File: config.mk
export PLATFORM = sky130hd
export DESIGN_NAME = code_length_run_length_encoder
export DESIGN_NICKNAME = d
export VERILOG_FILES = /design/src/clrle_pkg.sv /design/src/clrle_front.sv /design/src/clrle_queue.sv /design/src/clrle_back.sv /design/src/code_length_run_length_encoder.sv
export SDC_FILE = /design/constraint.sdc
export NUM_CORES = 1
export LEC_CHECK = 0
export ABC_CLOCK_PERIOD_IN_PS = 17500
export BUFFER_PORTS_ARGS = -buffer_cell sky130_fd_sc_hd__buf_2
export CAP_MARGIN = 30
export CORE_ASPECT_RATIO = 0.9
export CORE_UTILIZATION = 45
export CTS_CLUSTER_DIAMETER = 30
export CTS_CLUSTER_SIZE = 20
export DETAILED_ROUTE_END_ITERATION = 12
export PLACE_DENSITY_LB_ADDON = 0.25
export REMOVE_ABC_BUFFERS = 1
export SKIP_CTS_REPAIR_TIMING = 1
export SLEW_MARGIN = 20
export SYNTH_ARGS = -nofsm -noshare
export SYNTH_HDL_FRONTEND = slang
export SYNTH_SLANG_ARGS = --single-unit
File: constraint.sdc
create_clock -name clock -period 17.5 [get_ports clock]
set_clock_uncertainty 0.2 [all_clocks]
set_input_delay 0.875 -clock clock [delete_from_list [all_inputs] [get_ports clock]]
set_output_delay 0.875 -clock clock [all_outputs]
set_load 0.1 [all_outputs]
File: src/clrle_pkg.sv
// Shared types, constants and helper functions of the code-length run-length encoder.
package clrle_pkg;

   localparam int LENGTH_W = 4;
   localparam int SYMBOL_W = 5;
   localparam int EXTRA_W  = 7;
   localparam int PREV_W   = 5;
   localparam int ZERO_W   = 8;
   localparam int REPEAT_W = 3;
   localparam int GROUP_N  = 3;
   localparam int COUNT_W  = 2;

   localparam int QUEUE_DEPTH_DEFAULT = 2;

   localparam logic [PREV_W-1:0]   NO_PREVIOUS    = 5'd31;
   localparam logic [ZERO_W-1:0]   ZERO_RUN_MAX   = 8'd138;
   localparam logic [ZERO_W-1:0]   SHORT_ZERO_MAX = 8'd10;
   localparam logic [REPEAT_W-1:0] REPEAT_MAX     = 3'd6;
   localparam logic [SYMBOL_W-1:0] SYM_REPEAT     = 5'd16;
   localparam logic [SYMBOL_W-1:0] SYM_SHORT_ZERO = 5'd17;
   localparam logic [SYMBOL_W-1:0] SYM_LONG_ZERO  = 5'd18;

   // Up to two symbols released by flushing one pending run.
   typedef struct packed {
      logic [COUNT_W-1:0]             count;
      logic [1:0][SYMBOL_W-1:0]       symbol;
      logic [1:0][EXTRA_W-1:0]        extra;
   } burst_type;

   // All symbols caused by one input item, oldest in slot 0.
   typedef struct packed {
      logic [COUNT_W-1:0]             count;
      logic [GROUP_N-1:0][SYMBOL_W-1:0] symbol;
      logic [GROUP_N-1:0][EXTRA_W-1:0]  extra;
   } group_type;

   typedef struct packed {
      logic full;
      logic empty;
   } queue_status_type;

   function automatic burst_type single_burst(input logic [SYMBOL_W-1:0] sym,
                                              input logic [EXTRA_W-1:0] ext);
      burst_type b;
      b           = '0;
      b.count     = 2'd1;
      b.symbol[0] = sym;
      b.extra[0]  = ext;
      return b;
   endfunction

   function automatic burst_type repeat_burst(input logic [REPEAT_W-1:0] run,
                                              input logic [PREV_W-1:0] prev);
      burst_type b;
      b = '0;
      if (run != '0) begin
         if (run < 3'd3) begin
            // Short repeats go out as literal copies of the previous length.
            b.count     = run[COUNT_W-1:0];
            b.symbol[0] = prev;
            b.symbol[1] = prev;
         end else begin
            b = single_burst(SYM_REPEAT, EXTRA_W'(run - 3'd3));
         end
      end
      return b;
   endfunction

   function automatic burst_type zero_burst(input logic [ZERO_W-1:0] run);
      burst_type b;
      b = '0;
      if (run != '0) begin
         if (run < 8'd3) begin
            b.count = run[COUNT_W-1:0];
         end else if (run <= SHORT_ZERO_MAX) begin
            b = single_burst(SYM_SHORT_ZERO, EXTRA_W'(run - 8'd3));
         end else begin
            b = single_burst(SYM_LONG_ZERO, EXTRA_W'(run - 8'd11));
         end
      end
      return b;
   endfunction

   function automatic group_type append_burst(input group_type g, input burst_type b);
      group_type r;
      r = g;
      for (int i = 0; i < 2; i++) begin
         if ((b.count > COUNT_W'(i)) && (r.count != COUNT_W'(GROUP_N))) begin
            r.symbol[r.count] = b.symbol[i];
            r.extra[r.count]  = b.extra[i];
            r.count           = r.count + 2'd1;
         end
      end
      return r;
   endfunction

endpackage

File: src/clrle_front.sv
// Front end: run state and classification of each code length into a group of symbols.
module clrle_front (
   input  logic                                clock,
   input  logic                                reset,
   input  logic                                req_push,
   output logic                                req_full,
   input  logic [clrle_pkg::LENGTH_W-1:0]      req_code_length,
   input  logic                                req_end_of_table,
   input  clrle_pkg::queue_status_type         q_status,
   output logic                                q_push,
   output clrle_pkg::group_type                q_wr_data
);
   import clrle_pkg::*;

   logic [PREV_W-1:0]   prev_ff, prev_in;
   logic [ZERO_W-1:0]   zero_ff, zero_in;
   logic [REPEAT_W-1:0] repeat_ff, repeat_in;
   logic [PREV_W-1:0]   length_ext;
   logic                accept;
   group_type           group;

   assign req_full   = q_status.full;
   assign accept     = req_push && !q_status.full;
   assign length_ext = {1'b0, req_code_length};

   always_comb begin
      group     = '0;
      zero_in   = zero_ff;
      repeat_in = repeat_ff;
      prev_in   = length_ext;
      if (req_code_length == '0) begin
         group     = append_burst(group, repeat_burst(repeat_ff, prev_ff));
         repeat_in = '0;
         zero_in   = zero_ff + 8'd1;
         if (zero_in == ZERO_RUN_MAX) begin
            group   = append_burst(group, zero_burst(zero_in));
            zero_in = '0;
         end
      end else begin
         group   = append_burst(group, zero_burst(zero_ff));
         zero_in = '0;
         if (length_ext != prev_ff) begin
            group     = append_burst(group, repeat_burst(repeat_ff, prev_ff));
            repeat_in = '0;
            group     = append_burst(group, single_burst(length_ext, '0));
         end else begin
            repeat_in = repeat_ff + 3'd1;
            if (repeat_in == REPEAT_MAX) begin
               group     = append_burst(group,
                              single_burst(SYM_REPEAT, EXTRA_W'(REPEAT_MAX - 3'd3)));
               repeat_in = '0;
            end
         end
      end
      // The end of a table flushes whichever run is still open and starts afresh.
      if (req_end_of_table) begin
         if (repeat_in != '0) begin
            group = append_burst(group, repeat_burst(repeat_in, prev_in));
         end else begin
            group = append_burst(group, zero_burst(zero_in));
         end
         prev_in   = NO_PREVIOUS;
         zero_in   = '0;
         repeat_in = '0;
      end
   end

   assign q_push    = accept && (group.count != '0);
   assign q_wr_data = group;

   always_ff @(posedge clock) begin
      if (reset) begin
         prev_ff   <= NO_PREVIOUS;
         zero_ff   <= '0;
         repeat_ff <= '0;
      end else if (accept) begin
         prev_ff   <= prev_in;
         zero_ff   <= zero_in;
         repeat_ff <= repeat_in;
      end
   end

endmodule

File: src/clrle_queue.sv
// Short queue of symbol groups between the front end and the back end.
module clrle_queue #(
   parameter int QUEUE_DEPTH = clrle_pkg::QUEUE_DEPTH_DEFAULT
) (
   input  logic                          clock,
   input  logic                          reset,
   input  logic                          q_push,
   input  clrle_pkg::group_type          q_wr_data,
   input  logic                          q_pop,
   output clrle_pkg::group_type          q_rd_data,
   output clrle_pkg::queue_status_type   q_status
);
   import clrle_pkg::*;

   localparam int PTR_W = $clog2(QUEUE_DEPTH);
   localparam int CNT_W = $clog2(QUEUE_DEPTH + 1);

   group_type          store_ff [QUEUE_DEPTH];
   logic [PTR_W-1:0]   wr_ptr_ff, wr_ptr_in;
   logic [PTR_W-1:0]   rd_ptr_ff, rd_ptr_in;
   logic [CNT_W-1:0]   count_ff, count_in;
   logic               do_push, do_pop;

   assign q_status.full  = (count_ff == CNT_W'(QUEUE_DEPTH));
   assign q_status.empty = (count_ff == '0);
   assign do_push        = q_push && !q_status.full;
   assign do_pop         = q_pop && !q_status.empty;
   assign q_rd_data      = store_ff[rd_ptr_ff];

   always_comb begin
      wr_ptr_in = wr_ptr_ff;
      rd_ptr_in = rd_ptr_ff;
      count_in  = count_ff;
      if (do_push) begin
         wr_ptr_in = (wr_ptr_ff == PTR_W'(QUEUE_DEPTH - 1)) ? '0 : wr_ptr_ff + 1'b1;
      end
      if (do_pop) begin
         rd_ptr_in = (rd_ptr_ff == PTR_W'(QUEUE_DEPTH - 1)) ? '0 : rd_ptr_ff + 1'b1;
      end
      if (do_push && !do_pop) begin
         count_in = count_ff + 1'b1;
      end else if (do_pop && !do_push) begin
         count_in = count_ff - 1'b1;
      end
   end

   always_ff @(posedge clock) begin
      if (reset) begin
         wr_ptr_ff <= '0;
         rd_ptr_ff <= '0;
         count_ff  <= '0;
      end else begin
         wr_ptr_ff <= wr_ptr_in;
         rd_ptr_ff <= rd_ptr_in;
         count_ff  <= count_in;
      end
   end

   always_ff @(posedge clock) begin
      if (do_push) begin
         store_ff[wr_ptr_ff] <= q_wr_data;
      end
   end

endmodule

File: src/clrle_back.sv
// Back end: holds one symbol group and sends its symbols out one per transaction.
module clrle_back (
   input  logic                               clock,
   input  logic                               reset,
   input  clrle_pkg::group_type               q_rd_data,
   input  clrle_pkg::queue_status_type        q_status,
   output logic                               q_pop,
   output logic                               rsp_empty,
   input  logic                               rsp_pop,
   output logic [clrle_pkg::SYMBOL_W-1:0]     rsp_symbol,
   output logic [clrle_pkg::EXTRA_W-1:0]      rsp_extra,
   output logic                               rsp_last_of_item
);
   import clrle_pkg::*;

   group_type          entry_ff;
   logic               valid_ff, valid_in;
   logic [COUNT_W-1:0] index_ff, index_in;
   logic               sent, finish, take;

   assign rsp_empty        = !valid_ff;
   assign rsp_last_of_item = (index_ff == entry_ff.count - 2'd1);
   assign rsp_symbol       = entry_ff.symbol[index_ff];
   assign rsp_extra        = entry_ff.extra[index_ff];

   assign sent   = valid_ff && rsp_pop;
   assign finish = sent && rsp_last_of_item;
   // A new group, if the queue holds one, is loaded in the same cycle as the last symbol of the old one leaves.
   assign take   = (!valid_ff || finish) && !q_status.empty;
   assign q_pop  = take;

   always_comb begin
      valid_in = valid_ff;
      index_in = index_ff;
      if (take) begin
         valid_in = 1'b1;
         index_in = '0;
      end else if (finish) begin
         valid_in = 1'b0;
      end else if (sent) begin
         index_in = index_ff + 2'd1;
      end
   end

   always_ff @(posedge clock) begin
      if (reset) begin
         valid_ff <= 1'b0;
         index_ff <= '0;
      end else begin
         valid_ff <= valid_in;
         index_ff <= index_in;
      end
   end

   always_ff @(posedge clock) begin
      if (take) begin
         entry_ff <= q_rd_data;
      end
   end

endmodule

File: src/code_length_run_length_encoder.sv
// Run-length encoder that turns a stream of code lengths into code-length alphabet symbols.
// The front end takes one code length per cycle whenever its queue has room and updates the
// pending zero and repeat runs in that same cycle; the one to three symbols an item causes are
// queued as a group, and while groups wait and rsp_pop is held the back end sends one symbol
// per cycle. An item thus occupies the single-symbol output port for as many symbols as it
// produces, one to three; an item that only extends a run produces nothing. The first symbol
// of a group is registered in the queue store and then in the back end's entry register
// before it appears on the result ports. The item flagged end_of_table flushes the open run
// and returns the front end's run state to its reset values.
module code_length_run_length_encoder #(
   parameter int QUEUE_DEPTH = clrle_pkg::QUEUE_DEPTH_DEFAULT
) (
   input  logic                               clock,
   input  logic                               reset,
   input  logic                               req_push,
   output logic                               req_full,
   input  logic [clrle_pkg::LENGTH_W-1:0]     req_code_length,
   input  logic                               req_end_of_table,
   output logic                               rsp_empty,
   input  logic                               rsp_pop,
   output logic [clrle_pkg::SYMBOL_W-1:0]     rsp_symbol,
   output logic [clrle_pkg::EXTRA_W-1:0]      rsp_extra,
   output logic                               rsp_last_of_item
);
   import clrle_pkg::*;

   queue_status_type q_status;
   group_type        q_wr_data, q_rd_data;
   logic             q_push, q_pop;

   clrle_front u_front (
      .clock            (clock),
      .reset            (reset),
      .req_push         (req_push),
      .req_full         (req_full),
      .req_code_length  (req_code_length),
      .req_end_of_table (req_end_of_table),
      .q_status         (q_status),
      .q_push           (q_push),
      .q_wr_data        (q_wr_data)
   );

   clrle_queue #(
      .QUEUE_DEPTH (QUEUE_DEPTH)
   ) u_queue (
      .clock     (clock),
      .reset     (reset),
      .q_push    (q_push),
      .q_wr_data (q_wr_data),
      .q_pop     (q_pop),
      .q_rd_data (q_rd_data),
      .q_status  (q_status)
   );

   clrle_back u_back (
      .clock            (clock),
      .reset            (reset),
      .q_rd_data        (q_rd_data),
      .q_status         (q_status),
      .q_pop            (q_pop),
      .rsp_empty        (rsp_empty),
      .rsp_pop          (rsp_pop),
      .rsp_symbol       (rsp_symbol),
      .rsp_extra        (rsp_extra),
      .rsp_last_of_item (rsp_last_of_item)
   );

   a_queue_status_consistent: assert property (@(posedge clock) disable iff (reset)
      !(q_status.full && q_status.empty))
      else $error("queue reports full and empty at once");

   a_push_fills_queue: assert property (@(posedge clock) disable iff (reset)
      q_push |=> !q_status.empty)
      else $error("queued group lost");

   a_symbol_in_alphabet: assert property (@(posedge clock) disable iff (reset)
      !rsp_empty |-> (rsp_symbol <= SYM_LONG_ZERO))
      else $error("symbol outside the code-length alphabet");

   a_literal_has_no_extra: assert property (@(posedge clock) disable iff (reset)
      (!rsp_empty && (rsp_symbol < SYM_REPEAT)) |-> (rsp_extra == '0))
      else $error("literal length carries extra bits");

endmodule
Word level (Yosys, flattened, before mapping)
Memories as Yosys holds them, arrays and structs flattened. A register that Yosys moved wholly into a read port is not among the register bits.
Cells that the tools add are included.
Cells by class
  $add $sub $neg: 26
  magnitude comparators: 41
  eq/ne operators: 15
  multiplexer cells: 150
  bitwise gates (word level): 9
  reduce and logical (&&, ||, !) cells: 47
Operators with widths (count)
  two-way mux 38 bit: 30
  two-way mux 26 bit: 14
  bitwise mux 21 bit: 10
  bitwise mux 15 bit: 11
  demux 7 bit (select 2 bit): 10
  two-way mux 7 bit: 17
  demux 5 bit (select 2 bit): 10
  two-way mux 5 bit: 16
  two-way mux 19 bit: 3
  two-way mux 16 bit: 3
  < comparator 2 x 3 -> 1 bit, second input constant: 11
  logical AND 1 bit: 29
  adder 2 x 1 -> 2 bit, second input constant: 12
  greater-than comparator 2 x 1 -> 1 bit, second input constant: 12
  less-or-equal comparator 8 x 4 -> 1 bit, second input constant: 3
  < comparator 8 x 2 -> 1 bit, second input constant: 3
  two-way mux 12 bit: 2
  two-way mux 8 bit: 3
  nonzero test 8 bit: 3
  AND 21 bit: 1
  NOT 21 bit: 1
  subtractor 7 x 2 -> 7 bit, second input constant: 3
  subtractor 7 x 4 -> 7 bit, second input constant: 3
  >= comparator 2 x 1 -> 1 bit, second input constant: 10
  other kinds (32): 68
Storage, ports and cells
  register bits: 23
  bits in writable memories: 76
  logic and storage cells: 297
  memories: 1
Memory list
  u_queue.store_ff: words 2, width 38, rd ports 1, clocked after memory_dff 1, wr ports 1, line clrle_queue.sv:18  | group_type store_ff [QUEUE_DEPTH];

Depth between registers and ports, before layout
  depth in word-level cells: 63
  depth in mapped cells: 37
  gate-level depth less buffers: 34

Hierarchy
A second synthesis with hierarchy kept.
Unflattened totals
  cell total of the unflattened synthesis: 958
  area, all modules: 9311.4 sq um
By module, submodules not included
  clrle_front: instances 1, cells each 711, area an instance 4767.1 sq um, seq. area each 320.3 sq um
  clrle_queue: instances 1, cells each 143, area an instance 2955.3 sq um, seq. area each 2382.3 sq um
  clrle_back: instances 1, cells each 104, area an instance 1589.0 sq um, seq. area each 1201.2 sq um

Least setup slack after synthesis
OpenSTA, ideal clock, no wires.
  path type: register to register
  from: reg u_front.repeat_ff[0]
  to: mem u_queue.store_ff[0][0] (netlist bit), enable pin
  arrival: 7.481 ns
  required time: 16.867 ns
  setup slack: 9.386 ns
  cell stages (with the launch flop): 34
  path buffers: 3
  path through: dfxtp_1 -> ha_1 -> inv_1 -> ha_1 -> clkbuf_1 -> nor3b_1 -> nor2_1 -> clkbuf_1 -> xnor2_1 -> inv_1 -> ha_1 -> nor2b_1 -> nand4_1 -> a211oi_2 -> a221oi_2 -> o31ai_2 -> inv_1 -> ha_1 -> inv_1 -> a41oi_2 -> nand2_2 -> mux2_2 -> inv_1 -> ha_1 -> nor2_1 -> o2111ai_1 -> a21oi_1 -> and4_1 -> buf_2 -> a221o_1 -> a311o_1 -> o41ai_2 -> o21ai_4 -> nor2_1
RTL lines
  start: declaration: line clrle_front.sv:17  | logic [REPEAT_W-1:0] repeat_ff, repeat_in;
  start signal: assignment: line clrle_front.sv:79  | repeat_ff <= repeat_in;
  end: declaration: line clrle_queue.sv:18

==> summary.md <==
| Metric | Value |
|---|---|
| Fin worst setup slack | 9.42 ns |
| Synth unique cells | 85 |
| Fin nets | 982 |
| Vias in the first global route | 6612 |
| Die H | 136 µm |
| Place WS | 9.58 ns |
| TritonCTS Buffers | 17 |
| Max-Cap Viols | 0 |
| First-pass GRT wire length | roughly 38000 µm |
| Post-layout minimum cycle time | 8.08 ns |
| Avg WL per Cell | 20.7 µm |
| Synthesis-stage register bit count | between 100 and 150 |
| All-layer global routing usage | 0.247 |
| Status | finished, final reports clean |
| Seq/Total Area, Yosys | 0.433 |
| Crit. End Element | register |
| R2r endpoint | u_queue.store_ff[0][35] |
| Worst r2r src | u_front.repeat_ff[0] |
| Die span in x | 151 µm |
| FILL cells | 1781 |
| Root buf cell | clkbuf_16 |
| Worst path slowest cell | nor2_1 |
| Crit Path Class | reg -> reg |
| CTS tree | built |
| CP Launch Type | register |
| IO Pins | 24 |
| Port bufs | 23 |
| Layout cells sized above 1 | 0.137 |
| Largest net degree at the start of global routing | 51 |
| Combinational share of power | 0.275 |
| Worst-path clk slew | 0.06 ns |
| Final hold viol count | 0 |
| Yosys warning total | 0 |
| Initial core utilization | 0.464 |
| Mapped cell area | 8970 µm² |
| RSZ-0062 raised after global routing | false |
| Rows | 48 |
| Synth Instances | 934 |
| Clock latency on the worst-skew pair | 0.42 ns |
| Worst Reg-to-Reg Cells | 31 |
| DR vias | 7431 |
| Worst-margin pin slew | 0.890 ns |
| Routed vias/inst | 6.20 |
| WP data arrival | around 8.0 ns |
| Final setup vio count | 0 |
| Crit. Startpoint | u_front.repeat_ff[0] |
| Synth async-reset ratio | 0 |
| Pwr Density | 116 nW/µm² |
| Crit share post-route | 0.462 |
| TNS Setup | 0 ns |
| Internal reg-to-reg setup slack | 9.42 ns |
| First-pass detailed-route iteration total | 6 |
| # clock sinks | around 140 |
| H-tree depth | 4 |
| Drt total wl | 24800 µm |
| Initial DRC Count | 932 |
| Pint | 747 µW |
| Max VDD drop | 0.0667 mV |
| Leading area contributor after synthesis | edfxtp_1 |
| Max clock buf depth | 2 |
| Max-slew headroom | 0.401 |
| Crit path max fanout | 26 |
| FMAX | 0.124 GHz |
| Worst Setup EP | u_queue.store_ff[0][35] |
| CP required | 17.41 ns |
| Psw | roughly 400 µW |
| Post-synth EDFFs | 114 |
| Area Overhead vs Synth | 10.3% |
| DRC errors left | 0 |
| Sw Ratio | 0.350 |
| Placer congestion estimate | 0.991 |
| Sequential power share | 0.408 |
| Congestion Overflow GR | 0 |
| Core Region | 19300 µm² |
| Pleak | about 3.6 nW |
| Post-synth top area share | 0.382 |
| Number of diodes | 0 |
| Antenna violations before repair | 0 |
| Hold Crit Class | reg -> reg |
| DIE AREA | 20500 µm² |
| Slowest cell delay on critical path | 0.64 ns |
| Syn Area/Cell | 9.60 µm² |
| Main area contributors after synthesis | edfxtp_1 38%, dfxtp_1 5.1%, ha_1 5.0% |
| DP HPWL | 18000 µm |
| Primary FF master, synth | edfxtp_1 |
| Post-route ant nets | 0 |
| Clock share of power | 0.317 |
| Final Slew Violations | 0 |
## layer usage
layer,vias up,part of all wire,GRT usage
met4,0,0.021,0.0761
met1,3539,0.47,0.370
li1,3476,-,-
met3,53,0.081,0.0443
met5,-,0,0
met2,363,0.43,0.359
## cell usage after synthesis, types with 6 or more instances
| cell type | number |
|---|---|
| dfxtp_1 | 23 |
| nor3_1 | 28 |
| mux2_2 | 40 |
| a31oi_1 | 13 |
| and2_1 | 6 |
| xnor2_1 | 20 |
| buf_2 | 9 |
| o21ai_0 | 62 |
| o22ai_1 | 18 |
| a22oi_1 | 9 |
| nor4_1 | 7 |
| nand4_1 | 6 |
| nand3_1 | 22 |
| nand2_1 | 94 |
| o32ai_1 | 6 |
| xor2_1 | 16 |
| mux2i_1 | 18 |
| a21oi_1 | 66 |
| ha_1 | 36 |
| a211oi_1 | 6 |
| nand2b_1 | 9 |
| clkbuf_1 | 32 |
| nor2b_1 | 9 |
| and3_1 | 14 |
| inv_1 | 35 |
| nor2_1 | 89 |
| edfxtp_1 | 114 |
| a21o_1 | 12 |
## registers in the layout (all words and copies together) (netlist names), 2 cells and up
signal and cells:
u_back.entry_ff 38, u_back.index_ff 2, u_front.prev_ff 5, u_front.repeat_ff 3, u_front.zero_ff 8, u_queue.count_ff 2, u_queue.store_ff 76
## how the worst min path moves through the flow
| stage | start | endpoint | slack [ns] | depth (start not counted) |
|---|---|---|---|---|
| final | u_queue.count_ff[1] | u_queue.count_ff[1] | 0.30 | 2 |
| after global routing | u_queue.count_ff[1] | u_queue.count_ff[1] | 0.34 | 2 |
| after CTS | u_queue.count_ff[1] | u_queue.count_ff[1] | 0.30 | 2 |
| after detailed placement | u_queue.count_ff[1] | u_queue.count_ff[1] | 0.29 | 2 |
| after global placement | u_queue.count_ff[1] | u_queue.count_ff[1] | 0.30 | 2 |
| after floorplan | u_back.valid_ff | u_back.valid_ff | 0.25 | 2 |
## logic make-up (layout without fill, tap and decap cells)
group | Yosys count | count (layout) | synth area share
buf+inv | 86 | 101 | 0.0398
flops | 137 | 137 | 0.433
mux | 59 | 59 | 0.0720
compound gates | 266 | 266 | 0.201
xor+xnor | 37 | 37 | 0.0370
simple gates | 313 | 313 | 0.167
fa+ha+maj | 36 | 36 | 0.0502
## power groups by stage
stage	sequential, mW	combinational (mW)	clock [mW]
global route	0.477	0.336	0.384
finish	0.469	0.315	0.364
CTS	0.470	0.319	0.370
global placement	0.474	0.311	0
floorplan	0.482	0.244	0
detailed placement	0.476	0.317	0
## critical path: cells and delay by family (launching register included)
family	cells	cell delay [ns]
AND/OR/NAND/NOR	9	2.25
buffers and inverters	6	0.75
XOR/XNOR	1	0.26
multiplexers	1	0.38
AO/OA/AOI/OAI	9	2.18
adder cells (fa/ha/maj)	5	1.19
flip-flops	1	0.53
## cell usage in the layout (no fill, tap or decap), drive strengths merged, types with 23 or more instances in the layout
cell      n
edfxtp  114
nand2    95
nor2     89
a21oi    67
o21ai    65
mux2     41
inv      37
ha       36
buf      34
nor3     29
dfxtp    23
## per-stage QoR
step                      utilization  std cells  hold WS [ns]  power [mW]  cell area (µm²)
final                           0.512       1199         0.304        1.15             9890
after global routing            0.512       1199         0.336        1.20             9890
after CTS                       0.512       1199         0.305        1.16             9890
after detailed placement        0.481       1168         0.293       0.794             9310
after global placement          0.479       1165         0.296       0.785             9260
after floorplan                     -        884         0.252       0.726             8750
## layout make-up
class,count,area (µm²),share of cell area
Clock buffer,19,433,0.0438
Multi-Input combinational cell,711,4750,0.481
Timing Repair Buffer,34,223,0.0225
Clock inverter,12,151,0.0153
Sequential cell,137,3880,0.393
Tap cell,250,313,0.0316
Inverter,36,135,0.0137
Note: power is estimated with default switching activity, not from simulation.
